===== config.mk =====
export PLATFORM = sky130hd
export DESIGN_NAME = ms_adpcm_block_decoder_flat
export DESIGN_NICKNAME = d
export VERILOG_FILES = /design/src/hw/rtl/msadpcm_pkg.sv /design/src/hw/rtl/msadpcm_if.sv /design/src/hw/rtl/msadpcm_cmdq.sv /design/src/hw/rtl/msadpcm_front.sv /design/src/hw/rtl/msadpcm_back.sv /design/src/hw/rtl/ms_adpcm_block_decoder.sv /design/src/flat_wrapper.sv
export SDC_FILE = /design/constraint.sdc
export NUM_CORES = 2
export LEC_CHECK = 0
export ABC_AREA = 1
export BUFFER_PORTS_ARGS = -buffer_cell sky130_fd_sc_hd__clkbuf_2
export CORE_UTILIZATION = 53
export CTS_BUF_LIST = sky130_fd_sc_hd__clkbuf_4
export CTS_CLUSTER_DIAMETER = 120
export DETAILED_ROUTE_END_ITERATION = 6
export GPL_TIMING_DRIVEN = 0
export PLACE_DENSITY = 0.69
export SLEW_MARGIN = 25
export SYNTH_ARGS = -nofsm -noshare
export SYNTH_HDL_FRONTEND = slang
export SYNTH_SLANG_ARGS = --single-unit

===== constraint.sdc =====
create_clock -name clk -period 18.81 [get_ports clk]
set_input_delay 0.9405 -clock clk [delete_from_list [all_inputs] [get_ports clk]]
set_output_delay 0.9405 -clock clk [all_outputs]
set_load 0.01 [all_outputs]

===== src/hw/rtl/msadpcm_pkg.sv =====
// shared types, constants and tables of the ms adpcm block decoder
// depends on nothing; imported by all decoder modules and the checker
package msadpcm_pkg;

	// configuration register map
	localparam int NUM_PAIRS = 7;
	localparam int REG_IDX_W = 3;
	localparam int ADDR_W    = 5;
	localparam logic [REG_IDX_W-1:0] REG_STEREO = 3'd7;

	localparam logic [NUM_PAIRS-1:0][31:0] COEF_RESET = {
		32'd4279762312, 32'd4281335756, 32'd240, 32'd4194496,
		32'd0, 32'd4278190592, 32'd256
	};

	// block header layout
	localparam logic [3:0] HDR_LEN_MONO   = 4'd7;
	localparam logic [3:0] HDR_LEN_STEREO = 4'd14;
	localparam logic [7:0] IDX_MAX        = 8'd6;

	// step limits
	localparam logic signed [23:0] STEP_MIN = 24'sd16;
	localparam logic signed [23:0] STEP_MAX = 24'sd8388607;

	// command opcodes from the front end to the back end
	localparam logic [2:0] OP_SET_INDEX = 3'd0;
	localparam logic [2:0] OP_SET_STEP  = 3'd1;
	localparam logic [2:0] OP_SET_NEWER = 3'd2;
	localparam logic [2:0] OP_SET_OLDER = 3'd3;
	localparam logic [2:0] OP_DATA      = 3'd4;

	typedef struct packed {
		logic [2:0]  op;
		logic        ch;
		logic [15:0] value;
		logic        seeds;
		logic        stereo;
		logic        bad;
	} cmd_t;

	typedef struct packed {
		logic signed [15:0] pcm_sample;
		logic               channel;
		logic               last_of_run;
		logic               bad_predictor;
	} sample_t;

	// step adaptation factor per nibble code
	function automatic logic [9:0] adapt_factor(input logic [3:0] nib);
		logic [9:0] f;
		case (nib)
			4'd4, 4'd12: f = 10'd307;
			4'd5, 4'd11: f = 10'd409;
			4'd6, 4'd10: f = 10'd512;
			4'd7, 4'd9:  f = 10'd614;
			4'd8:        f = 10'd768;
			default:     f = 10'd230;
		endcase
		return f;
	endfunction

endpackage


===== src/hw/rtl/msadpcm_if.sv =====
// valid/ready channel interfaces for coded bytes and decoded samples
// depends on nothing; used by the decoder top level and its sub-blocks
interface msadpcm_in_if;
	logic       valid;
	logic       ready;
	logic [7:0] data_byte;
	logic       block_start;

	modport source (output valid, data_byte, block_start, input ready);
	modport sink (input valid, data_byte, block_start, output ready);
endinterface

interface msadpcm_out_if;
	logic              valid;
	logic              ready;
	logic signed [15:0] pcm_sample;
	logic              channel;
	logic              last_of_run;
	logic              bad_predictor;

	modport source (output valid, pcm_sample, channel, last_of_run, bad_predictor,
		input ready);
	modport sink (input valid, pcm_sample, channel, last_of_run, bad_predictor,
		output ready);
endinterface


===== src/hw/rtl/msadpcm_cmdq.sv =====
// small command queue between the header parser and the decode engine
// depends on msadpcm_pkg
module msadpcm_cmdq import msadpcm_pkg::*; #(
	parameter int DEPTH = 4
) (
	input  logic clk,
	input  logic arst_n,
	input  logic push,
	input  cmd_t push_cmd,
	output logic full,
	input  logic pop,
	output cmd_t head,
	output logic empty
);

	localparam int PTR_W = $clog2(DEPTH);
	localparam int CNT_W = $clog2(DEPTH + 1);

	cmd_t             slots_q [DEPTH];
	logic [PTR_W-1:0] wr_q;
	logic [PTR_W-1:0] rd_q;
	logic [CNT_W-1:0] count_q;
	logic             do_push;
	logic             do_pop;

	assign full    = (count_q == CNT_W'(DEPTH));
	assign empty   = (count_q == '0);
	assign do_push = push && !full;
	assign do_pop  = pop && !empty;
	assign head    = slots_q[rd_q];

	// storage
	always_ff @(posedge clk) begin
		if (do_push) begin
			slots_q[wr_q] <= push_cmd;
		end
	end

	// pointers and fill level
	always_ff @(posedge clk or negedge arst_n) begin
		if (!arst_n) begin
			wr_q    <= '0;
			rd_q    <= '0;
			count_q <= '0;
		end else begin
			if (do_push) begin
				wr_q <= (wr_q == PTR_W'(DEPTH - 1)) ? '0 : wr_q + 1'b1;
			end
			if (do_pop) begin
				rd_q <= (rd_q == PTR_W'(DEPTH - 1)) ? '0 : rd_q + 1'b1;
			end
			if (do_push && !do_pop) begin
				count_q <= count_q + 1'b1;
			end else if (do_pop && !do_push) begin
				count_q <= count_q - 1'b1;
			end
		end
	end

endmodule


===== src/hw/rtl/msadpcm_front.sv =====
// front end: takes coded bytes, tracks the header position and turns each
// data byte and header field into a command for the decode engine; depends on msadpcm_pkg
module msadpcm_front import msadpcm_pkg::*; (
	input  logic         clk,
	input  logic         arst_n,
	input  logic         stereo_mode,
	msadpcm_in_if.sink   coded,
	output logic         push,
	output cmd_t         push_cmd,
	input  logic         full
);

	logic [3:0] hc_q;
	logic       bad_q;
	logic [7:0] latch_q;

	logic       accept;
	logic [3:0] pos;
	logic [3:0] pos_next;
	logic [3:0] pm2;
	logic [3:0] hlen;
	logic       is_data;
	logic       is_index;
	logic       is_latch;
	logic       idx_bad;
	logic [2:0] idx_val;
	logic       flag_new;
	logic [2:0] op;
	logic       ch;

	assign coded.ready = !full;
	assign accept      = coded.valid && !full;

	// classify the byte against the header layout
	always_comb begin
		pos      = coded.block_start ? 4'd0 : hc_q;
		hlen     = stereo_mode ? HDR_LEN_STEREO : HDR_LEN_MONO;
		is_data  = (pos >= hlen);
		pos_next = pos + 4'd1;
		pm2      = pos - 4'd2;
		idx_bad  = (coded.data_byte > IDX_MAX);
		idx_val  = idx_bad ? 3'd0 : coded.data_byte[2:0];
		is_index = 1'b0;
		is_latch = 1'b0;
		op       = OP_DATA;
		ch       = 1'b0;
		if (!is_data) begin
			if (!stereo_mode) begin
				case (pos)
					4'd0: begin
						is_index = 1'b1;
						op       = OP_SET_INDEX;
					end
					4'd1, 4'd3, 4'd5: is_latch = 1'b1;
					4'd2: op = OP_SET_STEP;
					4'd4: op = OP_SET_NEWER;
					default: op = OP_SET_OLDER;
				endcase
			end else if (pos <= 4'd1) begin
				is_index = 1'b1;
				op       = OP_SET_INDEX;
				ch       = pos[0];
			end else if (!pos[0]) begin
				is_latch = 1'b1;
			end else begin
				ch = pm2[1];
				if (pos <= 4'd5) begin
					op = OP_SET_STEP;
				end else if (pos <= 4'd9) begin
					op = OP_SET_NEWER;
				end else begin
					op = OP_SET_OLDER;
				end
			end
		end
		flag_new = (coded.block_start ? 1'b0 : bad_q) | (is_index & idx_bad);
	end

	// command towards the queue; low header bytes only update the latch
	always_comb begin
		push            = accept && (is_data || !is_latch);
		push_cmd.op     = op;
		push_cmd.ch     = ch;
		push_cmd.seeds  = !is_data && (pos_next == hlen);
		push_cmd.stereo = stereo_mode;
		push_cmd.bad    = flag_new;
		if (is_data) begin
			push_cmd.value = {8'd0, coded.data_byte};
		end else if (is_index) begin
			push_cmd.value = {13'd0, idx_val};
		end else begin
			push_cmd.value = {coded.data_byte, latch_q};
		end
	end

	// header position, flag and low byte latch
	always_ff @(posedge clk or negedge arst_n) begin
		if (!arst_n) begin
			hc_q    <= 4'd0;
			bad_q   <= 1'b0;
			latch_q <= 8'd0;
		end else if (accept) begin
			hc_q  <= is_data ? pos : pos_next;
			bad_q <= flag_new;
			if (is_latch) begin
				latch_q <= coded.data_byte;
			end
		end
	end

endmodule


===== src/hw/rtl/msadpcm_back.sv =====
// back end: per-channel predictor state, nibble decode through S_MUL and S_ACC, and
// the sample output register; depends on msadpcm_pkg
module msadpcm_back import msadpcm_pkg::*; (
	input  logic                         clk,
	input  logic                         arst_n,
	input  logic [NUM_PAIRS-1:0][31:0]   coefs,
	input  cmd_t                         head,
	input  logic                         empty,
	output logic                         pop,
	msadpcm_out_if.source                pcm
);

	localparam logic [1:0] S_IDLE = 2'd0;
	localparam logic [1:0] S_MUL  = 2'd1;
	localparam logic [1:0] S_ACC  = 2'd2;
	localparam logic [1:0] S_SEED = 2'd3;

	localparam logic signed [28:0] PRED_MAX = 29'sd32767;
	localparam logic signed [28:0] PRED_MIN = -29'sd32768;
	localparam logic signed [26:0] ST_MIN   = 27'sd16;
	localparam logic signed [26:0] ST_MAX   = 27'sd8388607;

	logic [1:0] state_q;
	cmd_t       cur_q;
	logic       nib_q;
	logic [1:0] seed_q;

	logic [2:0]         pidx_q  [2];
	logic signed [23:0] step_q  [2];
	logic signed [15:0] newer_q [2];
	logic signed [15:0] older_q [2];

	logic               out_valid_q;
	sample_t            out_q;

	logic signed [31:0] p1_s1;
	logic signed [31:0] p2_s1;
	logic signed [27:0] pe_s1;
	logic signed [34:0] pa_s1;

	logic               out_free;
	logic               acc_fire;
	logic               seed_fire;
	logic               set_en;
	logic               cur_ch;
	logic               rd_ch;
	logic               wr_ch;
	logic [3:0]         nibble;
	logic [2:0]         pair_idx;
	logic [31:0]        pair;
	logic signed [15:0] c1;
	logic signed [15:0] c2;
	logic signed [3:0]  err;
	logic signed [10:0] factor;
	logic signed [32:0] sum;
	logic signed [24:0] base;
	logic signed [28:0] pred_full;
	logic signed [15:0] pred_new;
	logic signed [26:0] st_full;
	logic signed [23:0] step_new;
	logic               seed_newer;
	logic               seed_last;
	logic signed [15:0] seed_val;
	logic signed [15:0] rd_newer;
	logic signed [15:0] rd_older;
	logic signed [23:0] rd_step;

	assign out_free  = !out_valid_q || pcm.ready;
	assign pop       = (state_q == S_IDLE) && !empty;
	assign set_en    = pop && (head.op != OP_DATA);
	assign acc_fire  = (state_q == S_ACC) && out_free;
	assign seed_fire = (state_q == S_SEED) && out_free;

	// channel selection and state read port
	always_comb begin
		cur_ch     = cur_q.stereo & nib_q;
		nibble     = nib_q ? cur_q.value[3:0] : cur_q.value[7:4];
		seed_newer = cur_q.stereo ? seed_q[1] : seed_q[0];
		seed_last  = cur_q.stereo ? (seed_q == 2'd3) : (seed_q == 2'd1);
		rd_ch      = (state_q == S_SEED) ? (cur_q.stereo & seed_q[0]) : cur_ch;
		wr_ch      = (state_q == S_IDLE) ? head.ch : cur_ch;
		rd_newer   = newer_q[rd_ch];
		rd_older   = older_q[rd_ch];
		rd_step    = step_q[rd_ch];
		pair_idx   = (pidx_q[rd_ch] > 3'd6) ? 3'd0 : pidx_q[rd_ch];
		pair       = coefs[pair_idx];
		c1         = pair[15:0];
		c2         = pair[31:16];
		err        = nibble;
		factor     = {1'b0, adapt_factor(nibble)};
		seed_val   = seed_newer ? rd_newer : rd_older;
	end

	// products of one nibble
	always_ff @(posedge clk) begin
		if (state_q == S_MUL) begin
			p1_s1 <= rd_newer * c1;
			p2_s1 <= rd_older * c2;
			pe_s1 <= err * rd_step;
			pa_s1 <= rd_step * factor;
		end
	end

	// prediction, clamp and step adaptation
	always_comb begin
		sum       = {p1_s1[31], p1_s1} + {p2_s1[31], p2_s1};
		base      = sum[32:8];
		pred_full = {{4{base[24]}}, base} + {pe_s1[27], pe_s1};
		if (pred_full > PRED_MAX) begin
			pred_new = 16'sd32767;
		end else if (pred_full < PRED_MIN) begin
			pred_new = -16'sd32768;
		end else begin
			pred_new = pred_full[15:0];
		end
		st_full = pa_s1[34:8];
		if (st_full < ST_MIN) begin
			step_new = STEP_MIN;
		end else if (st_full > ST_MAX) begin
			step_new = STEP_MAX;
		end else begin
			step_new = st_full[23:0];
		end
	end

	// per-channel predictor state
	always_ff @(posedge clk or negedge arst_n) begin
		if (!arst_n) begin
			for (int i = 0; i < 2; i++) begin
				pidx_q[i]  <= 3'd0;
				step_q[i]  <= STEP_MIN;
				newer_q[i] <= 16'sd0;
				older_q[i] <= 16'sd0;
			end
		end else if (set_en) begin
			case (head.op)
				OP_SET_INDEX: pidx_q[wr_ch]  <= head.value[2:0];
				OP_SET_STEP:  step_q[wr_ch]  <= {{8{head.value[15]}}, head.value};
				OP_SET_NEWER: newer_q[wr_ch] <= head.value;
				OP_SET_OLDER: older_q[wr_ch] <= head.value;
				default: ;
			endcase
		end else if (acc_fire) begin
			step_q[wr_ch]  <= step_new;
			older_q[wr_ch] <= newer_q[wr_ch];
			newer_q[wr_ch] <= pred_new;
		end
	end

	// sequencer and output register
	always_ff @(posedge clk or negedge arst_n) begin
		if (!arst_n) begin
			state_q     <= S_IDLE;
			nib_q       <= 1'b0;
			seed_q      <= 2'd0;
			out_valid_q <= 1'b0;
			out_q       <= '0;
			cur_q       <= '0;
		end else begin
			if (pcm.ready) begin
				out_valid_q <= 1'b0;
			end
			unique case (state_q)
				S_IDLE: begin
					if (pop) begin
						cur_q  <= head;
						nib_q  <= 1'b0;
						seed_q <= 2'd0;
						if (head.op == OP_DATA) begin
							state_q <= S_MUL;
						end else if (head.seeds) begin
							state_q <= S_SEED;
						end
					end
				end
				S_MUL: begin
					state_q <= S_ACC;
				end
				S_ACC: begin
					if (acc_fire) begin
						out_valid_q         <= 1'b1;
						out_q.pcm_sample    <= pred_new;
						out_q.channel       <= cur_ch;
						out_q.last_of_run   <= nib_q;
						out_q.bad_predictor <= cur_q.bad;
						nib_q               <= 1'b1;
						state_q             <= nib_q ? S_IDLE : S_MUL;
					end
				end
				S_SEED: begin
					if (seed_fire) begin
						out_valid_q         <= 1'b1;
						out_q.pcm_sample    <= seed_val;
						out_q.channel       <= rd_ch;
						out_q.last_of_run   <= seed_last;
						out_q.bad_predictor <= cur_q.bad;
						seed_q              <= seed_q + 2'd1;
						if (seed_last) begin
							state_q <= S_IDLE;
						end
					end
				end
				default: state_q <= S_IDLE;
			endcase
		end
	end

	assign pcm.valid         = out_valid_q;
	assign pcm.pcm_sample    = out_q.pcm_sample;
	assign pcm.channel       = out_q.channel;
	assign pcm.last_of_run   = out_q.last_of_run;
	assign pcm.bad_predictor = out_q.bad_predictor;

endmodule


===== src/hw/rtl/ms_adpcm_block_decoder.sv =====
// decode: an accepted data byte is queued, then popped by the decode engine in S_IDLE;
// each nibble passes S_MUL (products registered) and S_ACC (sample into the output
// register once it is free, so a stalled output holds the engine); no new command is
// popped until both nibbles are done; the last header byte adds 2 (mono) or 4 (stereo) seeds
// reset: asynchronous active low; coefficients return to their defaults, mono mode,
// step 16, samples zero, queue and output empty; no clearing pass
module ms_adpcm_block_decoder import msadpcm_pkg::*; #(
	parameter int CMDQ_DEPTH = 4
) (
	input  logic                 clk,
	input  logic                 arst_n,
	msadpcm_in_if.sink           coded,
	msadpcm_out_if.source        pcm,
	input  logic                 psel,
	input  logic                 penable,
	input  logic                 pwrite,
	input  logic [ADDR_W-1:0]    paddr,
	input  logic [31:0]          pwdata,
	output logic [31:0]          prdata,
	output logic                 pready
);

	logic [NUM_PAIRS-1:0][31:0] coef_q;
	logic                       stereo_q;
	logic [REG_IDX_W-1:0]       reg_idx;
	logic                       cfg_wr;

	logic push;
	cmd_t push_cmd;
	logic full;
	logic pop;
	cmd_t head;
	logic empty;

	assign pready  = 1'b1;
	assign reg_idx = paddr[ADDR_W-1:2];
	assign cfg_wr  = psel && penable && pwrite;

	// configuration registers
	always_ff @(posedge clk or negedge arst_n) begin
		if (!arst_n) begin
			coef_q   <= COEF_RESET;
			stereo_q <= 1'b0;
		end else if (cfg_wr) begin
			if (reg_idx == REG_STEREO) begin
				stereo_q <= pwdata[0];
			end else begin
				coef_q[reg_idx] <= pwdata;
			end
		end
	end

	// register read back
	always_comb begin
		if (reg_idx == REG_STEREO) begin
			prdata = {31'd0, stereo_q};
		end else begin
			prdata = coef_q[reg_idx];
		end
	end

	msadpcm_front u_front (
		.clk         (clk),
		.arst_n      (arst_n),
		.stereo_mode (stereo_q),
		.coded       (coded),
		.push        (push),
		.push_cmd    (push_cmd),
		.full        (full)
	);

	msadpcm_cmdq #(
		.DEPTH (CMDQ_DEPTH)
	) u_cmdq (
		.clk      (clk),
		.arst_n   (arst_n),
		.push     (push),
		.push_cmd (push_cmd),
		.full     (full),
		.pop      (pop),
		.head     (head),
		.empty    (empty)
	);

	msadpcm_back u_back (
		.clk    (clk),
		.arst_n (arst_n),
		.coefs  (coef_q),
		.head   (head),
		.empty  (empty),
		.pop    (pop),
		.pcm    (pcm)
	);

endmodule


===== src/flat_wrapper.sv =====
// flat-port wrapper written by rule: the top's interface ports become plain ports
module ms_adpcm_block_decoder_flat import msadpcm_pkg::*;
#(
	parameter int CMDQ_DEPTH = 4
)
  (clk, arst_n, psel, penable, pwrite, paddr, pwdata, prdata, pready, coded_valid, coded_data_byte, coded_block_start, coded_ready, pcm_valid, pcm_pcm_sample, pcm_channel, pcm_last_of_run, pcm_bad_predictor, pcm_ready);
  msadpcm_in_if coded_i ();
  msadpcm_out_if pcm_i ();
  input  logic clk;
  input  logic arst_n;
  input  logic psel;
  input  logic penable;
  input  logic pwrite;
  input  logic [ADDR_W-1:0] paddr;
  input  logic [31:0] pwdata;
  output logic [31:0] prdata;
  output logic pready;
  input wire logic [$bits(coded_i.valid)-1:0] coded_valid;
  input wire logic [$bits(coded_i.data_byte)-1:0] coded_data_byte;
  input wire logic [$bits(coded_i.block_start)-1:0] coded_block_start;
  output wire logic [$bits(coded_i.ready)-1:0] coded_ready;
  output wire logic [$bits(pcm_i.valid)-1:0] pcm_valid;
  output wire logic [$bits(pcm_i.pcm_sample)-1:0] pcm_pcm_sample;
  output wire logic [$bits(pcm_i.channel)-1:0] pcm_channel;
  output wire logic [$bits(pcm_i.last_of_run)-1:0] pcm_last_of_run;
  output wire logic [$bits(pcm_i.bad_predictor)-1:0] pcm_bad_predictor;
  input wire logic [$bits(pcm_i.ready)-1:0] pcm_ready;
  assign coded_i.valid = coded_valid;
  assign coded_i.data_byte = coded_data_byte;
  assign coded_i.block_start = coded_block_start;
  assign coded_ready = coded_i.ready;
  assign pcm_valid = pcm_i.valid;
  assign pcm_pcm_sample = pcm_i.pcm_sample;
  assign pcm_channel = pcm_i.channel;
  assign pcm_last_of_run = pcm_i.last_of_run;
  assign pcm_bad_predictor = pcm_i.bad_predictor;
  assign pcm_i.ready = pcm_ready;
  ms_adpcm_block_decoder #(.CMDQ_DEPTH(CMDQ_DEPTH)) u_core (.clk(clk), .arst_n(arst_n), .coded(coded_i), .pcm(pcm_i), .psel(psel), .penable(penable), .pwrite(pwrite), .paddr(paddr), .pwdata(pwdata), .prdata(prdata), .pready(pready));
endmodule

; Word-level counts from Yosys, hierarchy flattened
; Memory sizes are Yosys's and may differ from the RTL's.
; Cells that the tools add are included.
[classes]
n_addsub = 9
n_mul = 4
div = 0
n_lt_le_gt_ge = 16
eq_ne = 28
n_shift = 0
n_mux = 110
n_bitwise = 7
reduce_logical = 46
[op_table]
columns = cell, count
row1 = 2-to-1 mux 32 bit, 10
row2 = 2-to-1 mux 16 bit, 15
row3 = bitwise mux 224 bit, 1
row4 = binary-select mux 32 bit (select 3 bit), 2
row5 = 2-to-1 mux 24 bit, 6
row6 = 2-to-1 mux 48 bit, 3
row7 = bitwise mux 32 bit, 4
row8 = bitwise mux 48 bit, 2
row9 = demux 32 bit (select 3 bit), 1
row10 = multiplier 16 x 16 -> 32 bit, 2
row11 = 2-to-1 mux 19 bit, 2
row12 = one-hot mux 19 bit (2 select lines), 1
row13 = 2-to-1 mux 3 bit, 12
row14 = multiplier 24 x 11 -> 35 bit, 1
row15 = adder 32 x 32 -> 33 bit, 1
row16 = adder 25 x 28 -> 29 bit, 1
row17 = "> comparator 29 x 16 -> 1 bit, second input constant", 1
row18 = "less-than comparator 29 x 16 -> 1 bit, second input constant", 1
row19 = multiplier 4 x 24 -> 28 bit, 1
row20 = "> comparator 27 x 24 -> 1 bit, second input constant", 1
row21 = "less-than comparator 27 x 6 -> 1 bit, second input constant", 1
row22 = 2-to-1 mux 1 bit, 27
row23 = demux 24 bit (select 1 bit), 1
row24 = 2-to-1 mux 2 bit, 11
row25 = 51 further kinds, 112
[word_totals]
ff_bits = 525
latch_bits = 0
ramBits = 92
romBits = 160
input_bits = 53
out_inout_bits = 54
elab_cells = 259
n_memories = 2
[mem_list]
columns = name, depth, width, read_ports, rd_clocked_by_memory_dff, wr, line_no
row1 = (no name shown), 16, 10, 1, 0, 0, msadpcm_pkg.sv:51  ; case (nib)
row2 = u_core.u_cmdq.slots_q, 4, 23, 1, 0, 1, msadpcm_cmdq.sv:19  ; cmd_t slots_q [DEPTH];

; Longest topological paths before layout
[depth]
ltp_word = 14
depth_mapped = 42
mapped_depth_nobuf = 39

; Cells and area by module
; A second synthesis with hierarchy kept.
[unflattened]
cells_unflattened = 8218
area_unflattened_um2 = 64854.7
[modules_own_cells]
columns = module, n_inst, cells_per_inst, area_per_inst_um2, seq_area_each_um2
row1 = msadpcm_back, 1, 6131, 48322.6, 7404.6
row2 = ms_adpcm_block_decoder, 1, 1569, 11274.6, 5709.2
row3 = msadpcm_cmdq, 1, 329, 4103.9, 2937.8
row4 = msadpcm_front, 1, 189, 1153.6, 325.3

; Worst setup path before layout
; OpenSTA, ideal clock, no wires.
[synth_timing]
path_type = reg2reg
from = register u_core.u_back.state_q[1]
to = register u_core.u_back.p2_s1[29], data pin
setup_time_ps = 261
arrival_time_ps = 6984
t_required_ps = 18549
slack_ps = 11565
stages_incl_launch_ff = 38
n_path_buf = 3
period_less_slack_ps = 7245
path_cell_list = dfrtp_1 > nand2_4 > inv_2 > nand2_1 > nand3_2 > buf_6 > nand2_2 > o21ai_4 > inv_4 > nand3b_4 > nand2_2 > clkbuf_1 > o21ai_0 > o22ai_1 > nand2_1 > nand2_2 > buf_6 > nor2_1 > [2 not listed] > fa_1 > fa_1 > inv_1 > fa_1 > fa_1 > inv_1 > fa_1 > inv_1 > ha_1 > a21oi_1 > o21a_1 > nand3_1 > a21boi_0 > o21ai_0 > a21boi_0 > nand3b_1 > nand2_1 > xor2_1
[synth_via]
elab_chain_len = 11
word_cells_on_any_way = 14
cone_classes = mul: 1 / order compare: 1 / eq/ne: 1 / mux: 10 / bitwise: 1
[synth_rtl]
columns = element, line_no
row1 = "start, declared", msadpcm_back.sv:23  ; logic [1:0] state_q;
row2 = "start signal, assigned", msadpcm_back.sv:187  ; state_q <= nib_q ? S_IDLE : S_MUL;
row3 = equality test 2 bit *, msadpcm_back.sv:80  ; rd_ch = (state_q == S_SEED) ? (cur_q.stereo & seed_q[0]) : cur_ch;
row4 = 2-to-1 mux 1 bit *, msadpcm_back.sv:80
row5 = NOT 1 -> 2 bit (not written as such) *, "msadpcm_back.sv:83, msadpcm_back.sv:85"
row6 = 2-to-1 mux 3 bit (not written as such) (3 in series), msadpcm_back.sv:85  ; pair_idx = (pidx_q[rd_ch] > 3'd6) ? 3'd0 : pidx_q[rd_ch];
row7 = > comparator 3 bit, msadpcm_back.sv:85
row8 = 2-to-1 mux 3 bit, msadpcm_back.sv:85
row9 = binary-select mux 32 bit (select 3 bit), msadpcm_back.sv:86  ; pair = coefs[pair_idx];
row10 = 2-to-1 mux 32 bit (not written as such), msadpcm_back.sv:86
row11 = multiplier 16 x 16 -> 32 bit *, msadpcm_back.sv:98  ; p2_s1 <= rd_older * c2;
row12 = "end signal, assigned", msadpcm_back.sv:98
row13 = "end, declared", msadpcm_back.sv:37  ; logic signed [31:0] p2_s1;
; Mark *: on every way between the ends. The rest lies on a longest branch, timed or not. The select of a mux whose other input is x is not followed.
; A chain may end at the register's enable or synchronous reset.

; Worst setup path in the final report
[layout_timing]
from = register u_core.u_back.state_q[1]
to = register u_core.u_back.p2_s1[31], data pin
; The elaborated chain is that of the path after synthesis.

==> flow_summary_export.csv <==
group,metric,value,unit
status,violations,"DRC",
timing,final.setup_skew,0.142,ns
synthesis,yosysTopAreaCellShare,24.9,%
global_routing,grt_max_degree,87,
layout,drive_gt1_share,7.91,%
synthesis,synth_nets,8853,
timing,final.setup.tns,0,ns
synthesis,syn_area,0.0629,mm²
route,post_drt_via_cell_ratio,5.71,
synthesis,syn_avg_cell_area,8.22,µm²
floorplanning,die_x,346,µm
layout,instances_no_fill,9623,
route,num_vias,55000,
layout,fin_nets,9145,
synthesis,yosys-top-cells-area,"fa_1 25%, dfrtp_1 13%, edfxtp_1 10%",
synthesis,ys_warn_count,0,
synthesis,synth-edff-count,211,
timing,rsz0062_at_grt,"no",
clock_network,cts_root_buf,"clkbuf_4",
global_routing,antenna_found_initial,10,
layout,layout_common_cells,"1519 x inv_1, 1484 x nand2_1, 888 x nor2_1",
clock_network,cts-buffers-inserted,166,
layout,layout_commonest_cell,"inv_1",
clock_network,clk_pin_slew,0.07,ns
timing,finalMaxSlewViolations,0,
global_routing,grt_overflow,0,
worst_setup_path,path_class,"flip-flop to flip-flop",
worst_setup_path,crit_required,19.53,ns
worst_setup_path,cp_max_fo,10,
floorplanning,floorplan.initialDensity,53.3,%
status,status,"complete, but fails checks",
timing,finalHoldViolCount,0,
clock_network,tritoncts,"yes",
global_routing,grt_pass1_vias,55500,
synthesis,netlist.top_cell.by_area,"fa_1",
timing,holdWs,0.0915,ns
global_routing,grt_pass1_wl,324,mm
worst_setup_path,startpoint_type,"flip-flop",
route,drt_first_pass_iters,7,
placed_design,gp_congestion,1.02,
clock_network,cts.sinks,609,
placed_design,dpl.hpwl,166,mm
worst_setup_path,cp_common_cell,"fa_1",
clock_network,post_cts_buffers,0,
worst_setup_path,max_stage_delay,0.74,ns
worst_setup_path,crit_arrival,10.50,ns
clock_network,clk_latency,1.13,ns
floorplanning,dieHeight,346,µm
worst_setup_path,end_kind,"flip-flop",
synthesis,ys_ff_latch,609,
timing,final-setup-viol-count,0,
timing,slew_headroom,13.5,%
route,routed_wl,211,mm
placed_design,dp_cells,9309,
layout,syn_to_final_growth,8.26,%
job,max-cap-violations,0,
clock_network,cts_resized,0,
floorplanning,num_rows,126,
route,drc_errors,10,
timing,timing.fmax,102,MHz
synthesis,syn-instance-count,7651,
floorplanning,core_region_area,0.118,mm²
clock_network,cts.htree.levels,4,
placed_design,port_buffers,102,
timing,post-route-period-util,52.0,%
synthesis,ys_seq_area_share,26.0,%
worst_setup_path,slowest_stage,"clkbuf_1",
route,ant_nets,0,
synthesis,ys_dominant_reg_cell,"dfrtp_1",
route,wl_per_cell,21.9,µm
hold_path,hold_path.class,"input pin to flip-flop",
global_routing,grtUsageTotal,35.7,%
synthesis,async_flop_share,65.4,%
clock_network,cts_max_path_buffers,3,
route,dr.first_iter.drc_count,5541,
synthesis,ys_types,65,
floorplanning,io_pins,107,
timing,worst_pin_slew,1.30,ns
floorplanning,dieArea,0.120,mm²
timing,period_needed,9.78,ns
[synthesized netlist by cell type, drive strengths merged, types with 3 or more instances]
| library cell | n |
|---|---|
| inv | 1546 |
| nand2 | 1511 |
| nor2 | 898 |
| fa | 783 |
| o21ai | 653 |
| ha | 366 |
| dfrtp | 333 |
| a21oi | 295 |
| edfxtp | 211 |
| clkbuf | 163 |
| xor2 | 110 |
| nand3 | 93 |
| buf | 82 |
| o22ai | 69 |
| dfstp | 65 |
| xnor2 | 61 |
| a31oi | 51 |
| o221ai | 36 |
| clkinv | 33 |
| a221oi | 29 |
| nor3 | 29 |
| o21a | 27 |
| o21bai | 27 |
| nand4 | 25 |
| a32o | 22 |
| a22oi | 18 |
| nor4 | 14 |
| o2111ai | 14 |
| a211oi | 10 |
| a21o | 10 |
| a2bb2oi | 9 |
| mux2 | 9 |
| nand3b | 8 |
| a21boi | 7 |
| o211ai | 6 |
| or2 | 6 |
| o31ai | 4 |
| a32oi | 3 |
[state kept, by name, summed over array words and instances, names as in the netlist, 3 cells and up]
name / cells
u_core.u_front.hc_q: 4
u_core.u_back.pidx_q: 6
u_core.coef_q: 224
u_core.u_back.pcm.pcm_sample: 16
u_core.u_back.older_q: 32
u_core.u_cmdq.slots_q: 92
u_core.u_back.pe_s1: 28
u_core.u_front.latch_q: 8
u_core.u_back.p1_s1: 32
u_core.u_cmdq.count_q: 3
u_core.u_back.cur_q: 10
u_core.u_back.p2_s1: 32
u_core.u_back.pa_s1: 27
u_core.u_back.newer_q: 32
u_core.u_back.step_q: 48
[worst max-delay path: cells and delay by family (launching register included)]
kind            cells  cell delay (ns)
fa+ha+maj           7             3.41
xor+xnor            1             0.19
flops               1             0.53
buf+inv             7             1.58
simple gates        8             1.21
compound gates      9             2.48
[final cells by class]
cell class,instances,area [µm²]
fillers,10900,49800
multi-input cells,5218,39500
flip-flops and latches,609,16400
inverters,1579,5930
well taps,1536,1920
clock buffers,253,1900
plain buffers,245,1150
repair buffers,124,955
clock inverters,52,295
diodes,7,17.5
[path summary, 6_finish.rpt]
path                                                      start                             endpoint  slack (ns)  cells past startpoint
setup / recovery           u_core.u_back.state_q[1]$_DFFE_PN0P_    u_core.u_back.p2_s1[31]$_DFFE_PP_        9.03                     32
hold / removal                                       pwdata[19]       u_core.coef_q[179]$_DFFE_PN1P_        0.09                      3
setup reg to reg           u_core.u_back.state_q[1]$_DFFE_PN0P_    u_core.u_back.p2_s1[31]$_DFFE_PP_        9.03                     32
hold reg to reg              u_core.u_back.cur_q[3]$_DFFE_PN0P_   u_core.u_back.cur_q[3]$_DFFE_PN0P_        0.48                      2
max in group asynchronous                                arst_n  u_core.u_back.step_q[4]$_DFFE_PN1P_       16.71                      6
min in group asynchronous                                arst_n       u_core.coef_q[155]$_DFFE_PN0P_        0.45                      3
[routing by layer]
metal	track usage, %	up-vias	wire [µm]
li1	-	24600	-
met1	45.3	26500	80600
met2	55.3	3026	93400
met3	8.18	831	21400
met4	22.1	8	15400
met5	0	-	55
[stage by stage]
step           instance area [µm²]  util (%)  setup slack, ns
2_1_floorplan                62900         -            11.56
3_3_place_gp                 65300      55.4             7.64
3_5_place_dp                 65800      55.8             9.48
4_1_cts                      68100      57.7             9.41
5_1_grt                      68100      57.7             8.78
6_report                     68100      57.7             9.03
[what timing repair did]
item | in CTS | in global routing
setup endpoints to repair | 0 | 0
endpoints found under the hold margin | 57 | 0
hold buffers | 2 | 0
[cell families after synthesis]
logic type / count (synthesis) / synth area share (%)
xor+xnor: 171 / 2.38
buf+inv: 1824 / 11.3
flops: 609 / 26.0
compound gates: 1298 / 11.8
simple gates: 2590 / 16.1
fa+ha+maj: 1149 / 32.2
other cells: 1 / 0.00596
mux: 9 / 0.161
Power is not shown: default switching activity piles up to over one toggle a cycle in this logic, so the estimate is an artifact.
